`src/hdl/lat_hist_pkg.sv`:
```
// Shared types and constants for the write-to-read latency histogram.
// Holds sizes, operation codes, controller state and command/status structs.
// No dependencies; every other file imports this package.
package lat_hist_pkg;

  localparam int NUM_BINS    = 40;
  localparam int BIN_WIDTH   = 5;
  localparam int COUNT_WIDTH = 32;

  // Fixed field widths of the channels
  localparam int OP_W    = 3;
  localparam int WORD_W  = 32;
  localparam int BCNT_W  = 32;
  localparam int HLEN_W  = 9;
  localparam int TICK_W  = 16;

  localparam int ELAPSED_MAX = NUM_BINS * BIN_WIDTH;
  localparam int EL_W        = $clog2(ELAPSED_MAX + 1);
  localparam int SUM_W       = ((EL_W > TICK_W) ? EL_W : TICK_W) + 1;
  localparam int BIN_AW      = $clog2(NUM_BINS);

  // Floor division by BIN_WIDTH as a multiply by a rounded-up reciprocal.
  // With DIV_SH = EL_W + ceil(log2(BIN_WIDTH)) the quotient is exact for
  // every EL_W-bit elapsed value.
  localparam int DIV_SH = EL_W + $clog2(BIN_WIDTH);
  localparam longint unsigned RECIP_VAL =
    ((64'd1 << DIV_SH) + 64'(BIN_WIDTH) - 64'd1) / 64'(BIN_WIDTH);
  localparam int RECIP_W = DIV_SH + 1;
  localparam int PROD_W  = EL_W + RECIP_W;
  localparam int QUOT_W  = PROD_W - DIV_SH;

  localparam logic [TICK_W-1:0] TICK_US_RST = TICK_W'(1000);

  typedef enum logic [OP_W-1:0] {
    OP_WRITE   = 3'd0,
    OP_READ    = 3'd1,
    OP_TICK    = 3'd2,
    OP_LENGTH  = 3'd3,
    OP_DUMP    = 3'd4,
    OP_INVALID = 3'd5
  } op_t;

  typedef enum logic [1:0] {
    RESP_OK,
    RESP_READ,
    RESP_LEN,
    RESP_INVALID
  } resp_t;

  typedef enum logic [1:0] {
    ST_IDLE,
    ST_RD_UPD,
    ST_DUMP_RD,
    ST_DUMP_OUT
  } state_t;

  typedef struct packed {
    logic  wr_word;      // store word, restart elapsed counter
    logic  tick;         // advance elapsed counter
    logic  emit_simple;  // load output register with a single response
    resp_t resp;
    logic  rd_issue;     // read bin counter selected by elapsed time
    logic  rd_update;    // write back incremented counter
    logic  dump_start;   // clear dump index
    logic  dump_issue;   // read bin counter at dump index
    logic  dump_emit;    // load output register with dump count
  } cmd_t;

  typedef struct packed {
    logic out_free;
    logic dump_last;
  } stat_t;

endpackage

```
`src/hdl/lat_hist_if.sv`:
```
// Valid/ready channel interfaces for the latency histogram block.
// Depends on lat_hist_pkg for field widths.
interface lat_hist_in_if import lat_hist_pkg::*; ();
  logic                     valid;
  logic                     ready;
  logic [OP_W-1:0]          operation;
  logic signed [WORD_W-1:0] write_value;

  modport source (output valid, operation, write_value, input ready);
  modport sink   (input valid, operation, write_value, output ready);
endinterface

interface lat_hist_out_if import lat_hist_pkg::*; ();
  logic                     valid;
  logic                     ready;
  logic signed [WORD_W-1:0] read_value;
  logic [BCNT_W-1:0]        bin_count;
  logic [HLEN_W-1:0]        hist_length;
  logic                     status;
  logic                     last;

  modport source (output valid, read_value, bin_count, hist_length, status, last,
                  input ready);
  modport sink   (input valid, read_value, bin_count, hist_length, status, last,
                  output ready);
endinterface

```
`src/hdl/lat_hist_ctrl.sv`:
```
// Controller for the latency histogram: decodes operations and sequences
// the bin read-modify-write and the dump walk. Depends on lat_hist_pkg.
module lat_hist_ctrl import lat_hist_pkg::*; (
  input  logic            clk,
  input  logic            rst_n,
  input  logic            in_valid,
  input  logic [OP_W-1:0] in_operation,
  output logic            in_ready,
  input  stat_t           stat,
  output cmd_t            cmd
);

  state_t state_r, state_nxt;
  logic   take;

  assign in_ready = (state_r == ST_IDLE) && stat.out_free;
  assign take     = in_valid && in_ready;

  always_ff @(posedge clk) begin
    if (!rst_n) begin
      state_r <= ST_IDLE;
    end else begin
      state_r <= state_nxt;
    end
  end

  always_comb begin
    state_nxt = state_r;
    case (state_r)
      ST_IDLE: begin
        if (take) begin
          case (in_operation)
            OP_READ: state_nxt = ST_RD_UPD;
            OP_DUMP: state_nxt = ST_DUMP_RD;
            default: state_nxt = ST_IDLE;
          endcase
        end
      end
      ST_RD_UPD:  state_nxt = ST_IDLE;
      ST_DUMP_RD: state_nxt = ST_DUMP_OUT;
      ST_DUMP_OUT: begin
        if (stat.out_free) begin
          state_nxt = stat.dump_last ? ST_IDLE : ST_DUMP_RD;
        end
      end
      default: state_nxt = ST_IDLE;
    endcase
  end

  always_comb begin
    cmd = '0;
    cmd.resp = RESP_OK;
    case (state_r)
      ST_IDLE: begin
        if (take) begin
          case (in_operation)
            OP_WRITE: begin
              cmd.wr_word     = 1'b1;
              cmd.emit_simple = 1'b1;
              cmd.resp        = RESP_OK;
            end
            OP_READ: begin
              cmd.rd_issue    = 1'b1;
              cmd.emit_simple = 1'b1;
              cmd.resp        = RESP_READ;
            end
            OP_TICK: cmd.tick = 1'b1;
            OP_LENGTH: begin
              cmd.emit_simple = 1'b1;
              cmd.resp        = RESP_LEN;
            end
            OP_DUMP: cmd.dump_start = 1'b1;
            default: begin
              cmd.emit_simple = 1'b1;
              cmd.resp        = RESP_INVALID;
            end
          endcase
        end
      end
      ST_RD_UPD:   cmd.rd_update  = 1'b1;
      ST_DUMP_RD:  cmd.dump_issue = 1'b1;
      ST_DUMP_OUT: cmd.dump_emit  = stat.out_free;
      default: cmd = '0;
    endcase
  end

  a_ready_only_idle: assert property (@(posedge clk) disable iff (!rst_n)
    in_ready |-> state_r == ST_IDLE)
    else $error("input accepted outside idle");

  a_upd_after_read: assert property (@(posedge clk) disable iff (!rst_n)
    cmd.rd_issue |=> state_r == ST_RD_UPD)
    else $error("bin read not followed by update");

  a_dump_back_to_idle: assert property (@(posedge clk) disable iff (!rst_n)
    (cmd.dump_emit && stat.dump_last) |=> state_r == ST_IDLE)
    else $error("dump did not end after last bin");

endmodule

```
`src/hdl/lat_hist_dp.sv`:
```
// Datapath for the latency histogram: mailbox word, elapsed counter,
// bin counter memory with valid bits, dump index and output register.
// Depends on lat_hist_pkg.
module lat_hist_dp import lat_hist_pkg::*; (
  input  logic                     clk,
  input  logic                     rst_n,
  input  logic                     cfg_we,
  input  logic [TICK_W-1:0]        cfg_wdata,
  input  logic signed [WORD_W-1:0] in_write_value,
  input  cmd_t                     cmd,
  output stat_t                    stat,
  input  logic                     out_ready,
  output logic                     out_valid,
  output logic signed [WORD_W-1:0] out_read_value,
  output logic [BCNT_W-1:0]        out_bin_count,
  output logic [HLEN_W-1:0]        out_hist_length,
  output logic                     out_status,
  output logic                     out_last
);

  logic [TICK_W-1:0]        tick_us_r;
  logic signed [WORD_W-1:0] word_r;
  logic [EL_W-1:0]          elapsed_r;
  logic [SUM_W-1:0]         el_sum;

  logic [COUNT_WIDTH-1:0]   mem_r [NUM_BINS];
  logic [NUM_BINS-1:0]      vld_r;
  logic [COUNT_WIDTH-1:0]   rdata_r;
  logic                     rvld_r;
  logic [BIN_AW-1:0]        upd_addr_r;
  logic [BIN_AW-1:0]        idx_r;
  logic [BIN_AW-1:0]        rd_addr;
  logic [COUNT_WIDTH-1:0]   cnt;

  logic [PROD_W-1:0]        prod;
  logic [QUOT_W-1:0]        quot;
  logic [BIN_AW-1:0]        bin_idx;

  logic                     out_valid_r;
  logic signed [WORD_W-1:0] out_read_value_r;
  logic [BCNT_W-1:0]        out_bin_count_r;
  logic [HLEN_W-1:0]        out_hist_length_r;
  logic                     out_status_r;
  logic                     out_last_r;
  logic                     load;

  // Bin select: elapsed / BIN_WIDTH, clamped to the last bin
  assign prod = PROD_W'(elapsed_r) * PROD_W'(RECIP_VAL);
  assign quot = prod[PROD_W-1:DIV_SH];
  assign bin_idx = (quot >= QUOT_W'(NUM_BINS)) ? BIN_AW'(NUM_BINS - 1)
                                               : BIN_AW'(quot);

  assign el_sum  = SUM_W'(elapsed_r) + SUM_W'(tick_us_r);
  assign rd_addr = cmd.rd_issue ? bin_idx : idx_r;
  assign cnt     = rvld_r ? rdata_r : '0;

  assign load          = cmd.emit_simple || cmd.dump_emit;
  assign stat.out_free = !out_valid_r || out_ready;
  assign stat.dump_last = (idx_r == BIN_AW'(NUM_BINS - 1));

  always_ff @(posedge clk) begin
    if (!rst_n) begin
      tick_us_r <= TICK_US_RST;
      word_r    <= '0;
      elapsed_r <= EL_W'(ELAPSED_MAX);
      vld_r     <= '0;
    end else begin
      if (cfg_we) begin
        tick_us_r <= cfg_wdata;
      end
      if (cmd.wr_word) begin
        word_r    <= in_write_value;
        elapsed_r <= '0;
      end else if (cmd.tick) begin
        elapsed_r <= (el_sum > SUM_W'(ELAPSED_MAX)) ? EL_W'(ELAPSED_MAX)
                                                    : EL_W'(el_sum);
      end
      if (cmd.rd_update && (cnt != '1)) begin
        vld_r[upd_addr_r] <= 1'b1;
      end
    end
  end

  // Counter memory: one read and one write port, registered read data
  always_ff @(posedge clk) begin
    if (cmd.rd_issue || cmd.dump_issue) begin
      rdata_r <= mem_r[rd_addr];
      rvld_r  <= vld_r[rd_addr];
    end
    if (cmd.rd_issue) begin
      upd_addr_r <= bin_idx;
    end
    // Saturate: drop the write once the count is all ones
    if (cmd.rd_update && (cnt != '1)) begin
      mem_r[upd_addr_r] <= cnt + COUNT_WIDTH'(1);
    end
  end

  always_ff @(posedge clk) begin
    if (!rst_n) begin
      idx_r <= '0;
    end else if (cmd.dump_start) begin
      idx_r <= '0;
    end else if (cmd.dump_emit && !stat.dump_last) begin
      idx_r <= idx_r + BIN_AW'(1);
    end
  end

  always_ff @(posedge clk) begin
    if (!rst_n) begin
      out_valid_r <= 1'b0;
    end else if (load) begin
      out_valid_r <= 1'b1;
    end else if (out_ready) begin
      out_valid_r <= 1'b0;
    end
  end

  always_ff @(posedge clk) begin
    if (cmd.emit_simple) begin
      out_read_value_r  <= (cmd.resp == RESP_READ) ? word_r : '0;
      out_bin_count_r   <= '0;
      out_hist_length_r <= (cmd.resp == RESP_LEN) ? HLEN_W'(NUM_BINS) : '0;
      out_status_r      <= (cmd.resp == RESP_INVALID);
      out_last_r        <= 1'b1;
    end else if (cmd.dump_emit) begin
      out_read_value_r  <= '0;
      out_bin_count_r   <= BCNT_W'(cnt);
      out_hist_length_r <= '0;
      out_status_r      <= 1'b0;
      out_last_r        <= stat.dump_last;
    end
  end

  assign out_valid       = out_valid_r;
  assign out_read_value  = out_read_value_r;
  assign out_bin_count   = out_bin_count_r;
  assign out_hist_length = out_hist_length_r;
  assign out_status      = out_status_r;
  assign out_last        = out_last_r;

  a_load_into_free_slot: assert property (@(posedge clk) disable iff (!rst_n)
    load |-> (!out_valid_r || out_ready))
    else $error("output register overwritten while holding a result");

  a_elapsed_bound: assert property (@(posedge clk) disable iff (!rst_n)
    elapsed_r <= EL_W'(ELAPSED_MAX))
    else $error("elapsed counter beyond saturation");

  a_bin_marked_valid: assert property (@(posedge clk) disable iff (!rst_n)
    cmd.rd_update |=> vld_r[$past(upd_addr_r)])
    else $error("incremented bin not marked valid");

endmodule

```
`src/hdl/write_to_read_latency_histogram.sv`:
```
// Top level of the write-to-read latency histogram mailbox.
// Depends on lat_hist_pkg, lat_hist_if, lat_hist_ctrl and lat_hist_dp.
//
// Usage:
//   in_ch  (sink)   : operation + write_value; transfer when valid && ready.
//   out_ch (source) : read_value, bin_count, hist_length, status, last.
//   cfg_we/cfg_wdata: writes tick_us (microseconds per tick operation).
// A write, length query or invalid request loads its result into the output
// register, visible the cycle after the transfer. A tick produces no result.
// A read reads the selected bin counter from the counter memory in the
// transfer cycle and writes the saturated increment back in ST_RD_UPD.
// A dump walks all NUM_BINS counters, reading each one from memory in
// ST_DUMP_RD and then loading it into the output register in ST_DUMP_OUT.
// in_ready is high only in idle with the output register empty or being
// taken; a stalled receiver holds the result and pauses a dump in place.
// Reset (synchronous, rst_n low) clears the word, saturates the elapsed
// counter, sets tick_us to 1000 and clears all bin valid bits at once, so
// no clearing pass is needed.
module write_to_read_latency_histogram import lat_hist_pkg::*; (
  input  logic                clk,
  input  logic                rst_n,
  lat_hist_in_if.sink         in_ch,
  lat_hist_out_if.source      out_ch,
  input  logic                cfg_we,
  input  logic [TICK_W-1:0]   cfg_wdata
);

  cmd_t  cmd;
  stat_t stat;

  lat_hist_ctrl u_ctrl (
    .clk          (clk),
    .rst_n        (rst_n),
    .in_valid     (in_ch.valid),
    .in_operation (in_ch.operation),
    .in_ready     (in_ch.ready),
    .stat         (stat),
    .cmd          (cmd)
  );

  lat_hist_dp u_dp (
    .clk             (clk),
    .rst_n           (rst_n),
    .cfg_we          (cfg_we),
    .cfg_wdata       (cfg_wdata),
    .in_write_value  (in_ch.write_value),
    .cmd             (cmd),
    .stat            (stat),
    .out_ready       (out_ch.ready),
    .out_valid       (out_ch.valid),
    .out_read_value  (out_ch.read_value),
    .out_bin_count   (out_ch.bin_count),
    .out_hist_length (out_ch.hist_length),
    .out_status      (out_ch.status),
    .out_last        (out_ch.last)
  );

endmodule

```
`src/flat_wrapper.sv`:
```
// flat-port wrapper written by rule: the top's interface ports become plain ports
module write_to_read_latency_histogram_flat import lat_hist_pkg::*;
  (clk, rst_n, cfg_we, cfg_wdata, in_ch_valid, in_ch_operation, in_ch_write_value, in_ch_ready, out_ch_valid, out_ch_read_value, out_ch_bin_count, out_ch_hist_length, out_ch_status, out_ch_last, out_ch_ready);
  lat_hist_in_if in_ch_i ();
  lat_hist_out_if out_ch_i ();
  input  logic clk;
  input  logic rst_n;
  input  logic cfg_we;
  input  logic [TICK_W-1:0] cfg_wdata;
  input wire logic [$bits(in_ch_i.valid)-1:0] in_ch_valid;
  input wire logic [$bits(in_ch_i.operation)-1:0] in_ch_operation;
  input wire logic [$bits(in_ch_i.write_value)-1:0] in_ch_write_value;
  output wire logic [$bits(in_ch_i.ready)-1:0] in_ch_ready;
  output wire logic [$bits(out_ch_i.valid)-1:0] out_ch_valid;
  output wire logic [$bits(out_ch_i.read_value)-1:0] out_ch_read_value;
  output wire logic [$bits(out_ch_i.bin_count)-1:0] out_ch_bin_count;
  output wire logic [$bits(out_ch_i.hist_length)-1:0] out_ch_hist_length;
  output wire logic [$bits(out_ch_i.status)-1:0] out_ch_status;
  output wire logic [$bits(out_ch_i.last)-1:0] out_ch_last;
  input wire logic [$bits(out_ch_i.ready)-1:0] out_ch_ready;
  assign in_ch_i.valid = in_ch_valid;
  assign in_ch_i.operation = in_ch_operation;
  assign in_ch_i.write_value = in_ch_write_value;
  assign in_ch_ready = in_ch_i.ready;
  assign out_ch_valid = out_ch_i.valid;
  assign out_ch_read_value = out_ch_i.read_value;
  assign out_ch_bin_count = out_ch_i.bin_count;
  assign out_ch_hist_length = out_ch_i.hist_length;
  assign out_ch_status = out_ch_i.status;
  assign out_ch_last = out_ch_i.last;
  assign out_ch_i.ready = out_ch_ready;
  write_to_read_latency_histogram u_core (.clk(clk), .rst_n(rst_n), .in_ch(in_ch_i), .out_ch(out_ch_i), .cfg_we(cfg_we), .cfg_wdata(cfg_wdata));
endmodule
```
`config.mk`:
```
export PLATFORM = sky130hd
export DESIGN_NAME = write_to_read_latency_histogram_flat
export DESIGN_NICKNAME = d
export VERILOG_FILES = /design/src/hdl/lat_hist_pkg.sv /design/src/hdl/lat_hist_if.sv /design/src/hdl/lat_hist_ctrl.sv /design/src/hdl/lat_hist_dp.sv /design/src/hdl/write_to_read_latency_histogram.sv /design/src/flat_wrapper.sv
export SDC_FILE = /design/constraint.sdc
export NUM_CORES = 2
export LEC_CHECK = 0
export BUFFER_PORTS_ARGS = -buffer_cell sky130_fd_sc_hd__buf_2
export CELL_PAD_IN_SITES_DETAIL_PLACEMENT = 0
export CELL_PAD_IN_SITES_GLOBAL_PLACEMENT = 1
export CORE_ASPECT_RATIO = 1.25
export CORE_MARGIN = 4
export CORE_UTILIZATION = 48
export CTS_CLUSTER_SIZE = 24
export DETAILED_ROUTE_END_ITERATION = 8
export GPL_TIMING_DRIVEN = 0
export HOLD_SLACK_MARGIN = 0.08
export PLACE_DENSITY = 0.79
export SLEW_MARGIN = 30
export SYNTH_ARGS = -nofsm -noshare
export SYNTH_HDL_FRONTEND = slang
export SYNTH_SLANG_ARGS = --single-unit
```
`constraint.sdc`:
```
create_clock -name clk -period 5.1 [get_ports clk]
set_input_delay 0.765 -clock clk [delete_from_list [all_inputs] [get_ports clk]]
set_output_delay 0.765 -clock clk [all_outputs]
set_load 0.1 [all_outputs]
```
Yosys cells after proc, flatten, opt, wreduce, memory -nomap -nowiden
Memory sizes are Yosys's and may differ from the RTL's. A register that Yosys moved wholly into a read port is not among the register bits.
Cells that the tools add are included.

storage, ports and cells
  logic and storage cells = 99
  memory bits (writable) = 1,280
  memories = 1
  output and inout port bits = 77
  bits in registers = 187

operators by class
  equality and inequality tests = 14
  multiplexer cells = 39
  order comparisons = 5
  bitwise gates (word level) = 2
  $mul = 1
  add/sub/neg operators = 3
  reduce and logical (&&, ||, !) cells = 19

memories
  memory             depth  width  read ports  clocked after Yosys merged registers in  wr ports  line               text
  u_core.u_dp.mem_r  40     32     1           1                                        1         lat_hist_dp.sv:26  logic [COUNT_WIDTH-1:0] mem_r [NUM_BINS];

operators by type and width
  cell                   count
  $mux 32                4
  $or 40x40->40          1
  $add 32x1->32 const B  1
  $ne 32x32->1 const B   1
  $mux 6                 5
  $mux 8                 3
  $mux 9                 2
  $add 8x16->17          1
  $gt 17x8->1 const B    1
  $mux 1                 17
  $mul 8x8->16 const B   1
  $lt 6x7->1 const B     2
  $pmux 3 s4             1
  $eq 2x2->1 const B     4
  $pmux 2 s4             1
  $add 6x1->6 const B    1
  $bmux 1 s6             1
  $demux 1 s6            1
  $eq 3x2->1 const B     2
  $eq 6x6->1 const B     1
  $ge 6x1->1 const B     1
  $ge 6x6->1 const B     1
  $mux 2                 3
  $reduce_bool 2->1      3
  other kinds (13)       24

Depth between registers and ports, before layout
  depth after elaboration = 9
  depth in mapped cells = 23
  gate-level depth less buffers = 19

Modules after synthesis
Synthesis repeated with hierarchy kept, for this count alone.

second synthesis, totals
  cell total of the unflattened synthesis = 5,946
  area, all modules = 74,554.0 µm²

modules (own cells, without submodules)
  module         area an instance (µm²)  cells an instance  instances  seq. area each (µm²)
  lat_hist_dp    74,292.5                5,915              1          43,351.6
  lat_hist_ctrl  261.5                   31                 1          40.0

Worst setup path after synthesis
OpenSTA, ideal clock, no wires.

  path type = reg2reg
  from = register u_core.u_dp.out_valid_r (netlist: u_core.u_dp.out_valid)
  to = register u_core.u_dp.out_hist_length_r[3] (netlist: u_core.u_dp.out_hist_length[3]), enable pin
  required time = 4.623 ns
  setup slack = -1.495 ns
  stages on the path, launching flop included = 5
  buffers on the path = 0
  data arrival time = 6.117 ns
  cell sequence = dfxtp_1 > nor2b_1 > nor3_1 > nand2_1 > o21ai_0

between the ends
  cells in the longest elaborated chain, start to end = 7
  elaborated cells between the ends (all ways) = 8
  those cells by class = mux: 3; reduce/logical: 5

ends and longest elaborated chain
  what                                line                 text
  from (decl)                         lat_hist_dp.sv:39    logic out_valid_r;
  from (signal assigned)              lat_hist_dp.sv:111   out_valid_r <= 1'b0;
  from (signal assigned)              lat_hist_dp.sv:113   out_valid_r <= 1'b1;
  from (signal assigned)              lat_hist_dp.sv:115   out_valid_r <= 1'b0;
  $logic_not 1->1                     lat_hist_dp.sv:58    assign stat.out_free = !out_valid_r || out_ready;
  $logic_or 1x1->1                    lat_hist_dp.sv:58
  $logic_and 1x1->1                   lat_hist_ctrl.sv:16  assign in_ready = (state_r == ST_IDLE) && stat.out_free;
  via in_ch_ready                     flat_wrapper.sv:13   output wire logic [$bits(in_ch_i.ready)-1:0] in_ch_ready;
  $logic_and 1x1->1                   lat_hist_ctrl.sv:17  assign take = in_valid && in_ready;
  $mux 6                              lat_hist_ctrl.sv:55  if (take) begin
  $mux 6                              lat_hist_ctrl.sv:53  case (state_r)
  $reduce_bool 2->1 (no source line)  --
  to (signal assigned)                lat_hist_dp.sv:123   out_hist_length_r <= (cmd.resp == RESP_LEN) ? HLEN_W'(NUM_BINS) : '0;
  to (decl)                           lat_hist_dp.sv:42    logic [HLEN_W-1:0] out_hist_length_r;

The timed path passes the listed nets, and every way through them passes these cells.
A chain may end at the register's enable or synchronous reset.

Worst setup path after layout
  from = register u_core.u_dp.elapsed_r[2]
  to = register u_core.u_dp.rdata_r[25] (read register of u_core.u_dp.mem_r) (data pin)

between the ends
  cells in the longest elaborated chain, start to end = 4

ends and longest elaborated chain
  what                    line               text
  from (decl)             lat_hist_dp.sv:23  logic [EL_W-1:0] elapsed_r;
  from (signal assigned)  lat_hist_dp.sv:65  elapsed_r <= EL_W'(ELAPSED_MAX);
  from (signal assigned)  lat_hist_dp.sv:75  elapsed_r <= (el_sum > SUM_W'(ELAPSED_MAX)) ? EL_W'(ELAPSED_MAX)
  $mul 8x8->16 (*)        lat_hist_dp.sv:48  assign prod = PROD_W'(elapsed_r) * PROD_W'(RECIP_VAL);
  $ge 6x6->1              lat_hist_dp.sv:50  assign bin_idx = (quot >= QUOT_W'(NUM_BINS)) ? BIN_AW'(NUM_BINS - 1)
  $mux 6 (*)              lat_hist_dp.sv:50
  $mux 6 (*)              lat_hist_dp.sv:54  assign rd_addr = cmd.rd_issue ? bin_idx : idx_r;
  to (decl)               lat_hist_dp.sv:28  logic [COUNT_WIDTH-1:0] rdata_r;

Every way passes the cells marked *; elsewhere a longest branch is shown, timed or not.

==> impl_metrics.json <==
{
  "leakage_nw": 25.59,
  "hold_buffers": 0,
  "synth_seq_area_share_pct": 72.06,
  "rows": 145,
  "root_buffer": "clkbuf_16",
  "cts_sinks": 1491,
  "grt_setup_unrepaired": "true",
  "clock_latency_ns": 0.82,
  "final_nets": 4681,
  "timing.final.crit_share_pct": 115.7,
  "power_frac_seq_pct": 49.8,
  "grt_overflow": 0,
  "maxCapViolations": 0,
  "pwr_density_cell_nw_per_um2": 352.4,
  "fin_area_um2": 76510,
  "p_int_mw": 20.29,
  "clock_path_buffers": 3,
  "switching_share_pct": 24.72,
  "drive_gt1_share_pct": 27.43,
  "rrSetupSlack_ns": -0.80,
  "drc_errors": 0,
  "critPathMaxFanout": 10,
  "grt_start_max_net_pins": 41,
  "hold_class": "input pin to flop",
  "worstMarginPinSlew_ns": 0.9772,
  "path_clk_slew_ns": 0.06,
  "crit_type": "flop to flop",
  "portBuffers": 123,
  "gp_congestion": 0.9195,
  "dp_slack_ns": -2.847,
  "yosysTopAreaCellShare_pct": 67.47,
  "hold_ws_ns": 0.1970,
  "synth_cells": 4047,
  "arrival_ns": 6.40,
  "design.die.area_um2": 131200,
  "die_h_um": 404,
  "finalClockSkew_ns": 0.05659,
  "setup_slack_ns": -0.8003,
  "io_pins": 133,
  "place_hpwl_mm": 135.9,
  "grt_pass1_vias": 39759,
  "finalHoldViolations": 0,
  "synth_area_leaders": "edfxtp_1 67%, mux2i_1 5.6%, dfxtp_1 4.6%",
  "synth_top_flop_cell": "edfxtp_1",
  "synthesis.area_um2": 60220,
  "coreArea_um2": 124800,
  "yosysMostFrequentCell": "edfxtp_1",
  "worst_path_max_delay_cell": "a311oi_4",
  "slew_viol_final": 0,
  "die_width_um": 324.8,
  "routed_wirelength_mm": 200.0,
  "pwr-share-comb_pct": 11.2,
  "violations": "negative setup slack",
  "fin_setup_tns_ns": -21.54,
  "htree_num_levels": 4,
  "vias": 40466,
  "area_growth_pct": 27.05,
  "min_delay_path_depth": 3,
  "wl_per_cell_um": 31.80,
  "status": "complete, but fails checks",
  "worstHoldEndpoint": "u_core.u_dp.tick_us_r[7]",
  "switchingPower_mw": 6.666,
  "register_area_um2": 43420,
  "wl_met2_mm": 92.43,
  "power_mw": 26.96,
  "synth_edf_count": 1353,
  "viasPerCell": 6.433,
  "cp-start-kind": "flop",
  "slew_headroom_pct": 34.85,
  "synth_warnings": 0,
  "grt_pass1_wl_mm": 280.5,
  "ys_ff_latch": 1491,
  "synth_largest_area_cell": "edfxtp_1",
  "rr_startpoint": "u_core.u_dp.elapsed_r[2]",
  "post-route-min-period_ns": 5.900,
  "num-fill-cells": 8821,
  "slowest_delay_ns": 0.58,
  "hp-start": "cfg_wdata[7]",
  "max_freq_mhz": 169.5,
  "track_usage_pct": 29.71,
  "top_layer_used": "met5",
  "antenna_found_initial": 10,
  "met1_length_mm": 68.90,
  "placed_cell_area_um2": 66780,
  "cts_tree": "done",
  "reg2reg_to": "u_core.u_dp.rdata_r[25]",
  "synth_common_cells": "1353 x edfxtp_1, 561 x nand2_1, 339 x mux2i_1, 181 x a21oi_1, 155 x clkbuf_1",
  "wl_met3_mm": 20.79,
  "detail-route-antenna-nets": 0,
  "setup_viol": 33,
  "avgSynthCellArea_um2": 14.88,
  "first_pass_iters": 6,
  "power.share.clock_pct": 39.0,
  "start_util_pct": 48.24,
  "multi_input_area_um2": 19040,
  "synth_cell_types": 84,
  "numCtsBuffers": 143,
  "synthArstFlopShare_pct": 0,
  "cp_cell_sequence": "ha_4 > xor2_2 > ha_1 > fa_1 > inv_2 > fa_1 > inv_2 > ha_4 > a21o_1 > a31oi_4 > o21ai_2 > a221o_2 > xnor2_4 > buf_12 > o2111ai_2 > o31a_4 > clkbuf_8 > a311oi_4 > a2111oi_4 > a311oi_4",
  "reg2regPathDepth": 20,
  "ir_worst_vdd_uv": 314.7,
  "crit_required_ns": 5.60,
  "drt_iter0_markers": 5371,
  "endpoint_kind": "flop"
}
## power groups by stage
| stage | clock network (mW) | registers, mW | logic [mW] |
|---|---|---|---|
| floorplan | 0 | 13.8 | 1.15 |
| global placement | 0 | 13.7 | 2.08 |
| detailed placement | 0 | 13.7 | 2.27 |
| CTS | 10.6 | 13.4 | 2.83 |
| global route | 11.1 | 13.4 | 3.09 |
| finish | 10.5 | 13.4 | 3.02 |
## worst max-delay path: cells and delay by family (launching register included)
kind	cells	cell delay, ns
AOI/OAI and AO/OA	9	2.47
xor gates and xnor gates	2	0.45
adders and majority gates	5	1.79
buffers and inverters	4	0.51
DFF	1	0.38
## logic make-up (layout without fill, tap and decap cells)
group	Yosys count	after routing	share of synthesized area [%]
AND/OR/NAND/NOR	916	916	6.701
adder cells (fa/ha/maj)	67	67	1.517
AO/OA/AOI/OAI	842	842	10.45
buffers and inverters	313	930	2.279
multiplexers	377	377	6.346
flip-flops	1491	1491	72.06
other	1	10	0.006227
XOR/XNOR	40	40	0.6441
## timing repair
action | CTS | global route
endpoints found under the setup margin | 1430 | 960
cloned | 7 | 2
setup buffers | 76 | 18
pin swaps | 109 | 51
gates resized for setup | 741 | 109
## layout by cell type (no fill, tap or decap), types with 31 or more instances in the layout
cell,instances
mux2i_1,302
and2_1,36
mux2_2,38
a21oi_1,122
buf_8,34
dfxtp_1,131
nand2_1,554
edfxtp_1,1353
ha_1,48
o21a_1,46
and3_1,39
buf_6,44
o221ai_2,31
nand3_1,59
clkbuf_8,36
clkbuf_1,96
nor2_1,45
buf_4,120
a211oi_2,35
buf_16,92
buf_12,40
clkbuf_16,159
a21boi_0,34
buf_2,143
a311oi_1,32
o21ai_0,52
nor2_4,43
a311oi_2,55
a31oi_1,31
clkbuf_2,34
a21oi_2,32
inv_1,36
## stage by stage
step,util (%),instances
6_report,61.30,6290
5_1_grt,61.29,6287
4_1_cts,60.68,6269
3_5_place_dp,53.50,5931
3_3_place_gp,50.44,5793
2_1_floorplan,-,4053
## how the worst max path moves through the flow
stage / startpoint / slack [ns] / cells after the start / end
after CTS: u_core.u_dp.elapsed_r[2] / -0.61 / 22 / u_core.u_dp.rdata_r[16]
after detailed placement: u_core.u_dp.elapsed_r[0] / -2.85 / 18 / u_core.u_dp.rdata_r[2]
final: u_core.u_dp.elapsed_r[2] / -0.80 / 20 / u_core.u_dp.rdata_r[25]
after global routing: u_core.u_dp.elapsed_r[0] / -0.94 / 19 / u_core.u_dp.rvld_r
after global placement: u_core.u_dp.rvld_r / -4.12 / 9 / u_core.u_dp.mem_r[24][21]
after floorplan: u_core.u_dp.elapsed_r[1] / 0.006 / 21 / u_core.u_dp.rdata_r[10]
## layer usage
metal / GRT usage [%] / up-vias
met3: 7.211 / 773
met2: 47.64 / 2706
li1: - / 16839
met1: 35.22 / 20144
met4: 21.53 / 4
met5: 0 / -
## final cells by class
cell class              count  share of cell area [%]
diodes                      3                0.009812
plain buffers             270                   3.133
clock buffers             195                   5.214
clock inverters            62                  0.7768
inverters                  40                  0.1995
multi-input cells        2249                   24.89
flip-flops and latches   1491                   56.75
well taps                1617                   2.644
repair buffers            363                   6.385
## sequential cells by signal, summed over array words and instances (netlist names), 2 cells and up
| register | cells |
|---|---|
| u_core.u_dp.rdata_r | 32 |
| u_core.u_dp.out_bin_count | 32 |
| u_core.u_dp.elapsed_r | 8 |
| u_core.u_dp.tick_us_r | 16 |
| u_core.u_dp.upd_addr_r | 6 |
| u_core.u_dp.word_r | 32 |
| u_core.u_dp.vld_r | 40 |
| u_core.u_dp.idx_r | 6 |
| u_core.u_dp.out_read_value | 32 |
| u_core.u_dp.mem_r | 1280 |
| u_core.u_ctrl.state_r | 2 |
Note: power is estimated with default switching activity, not from simulation.
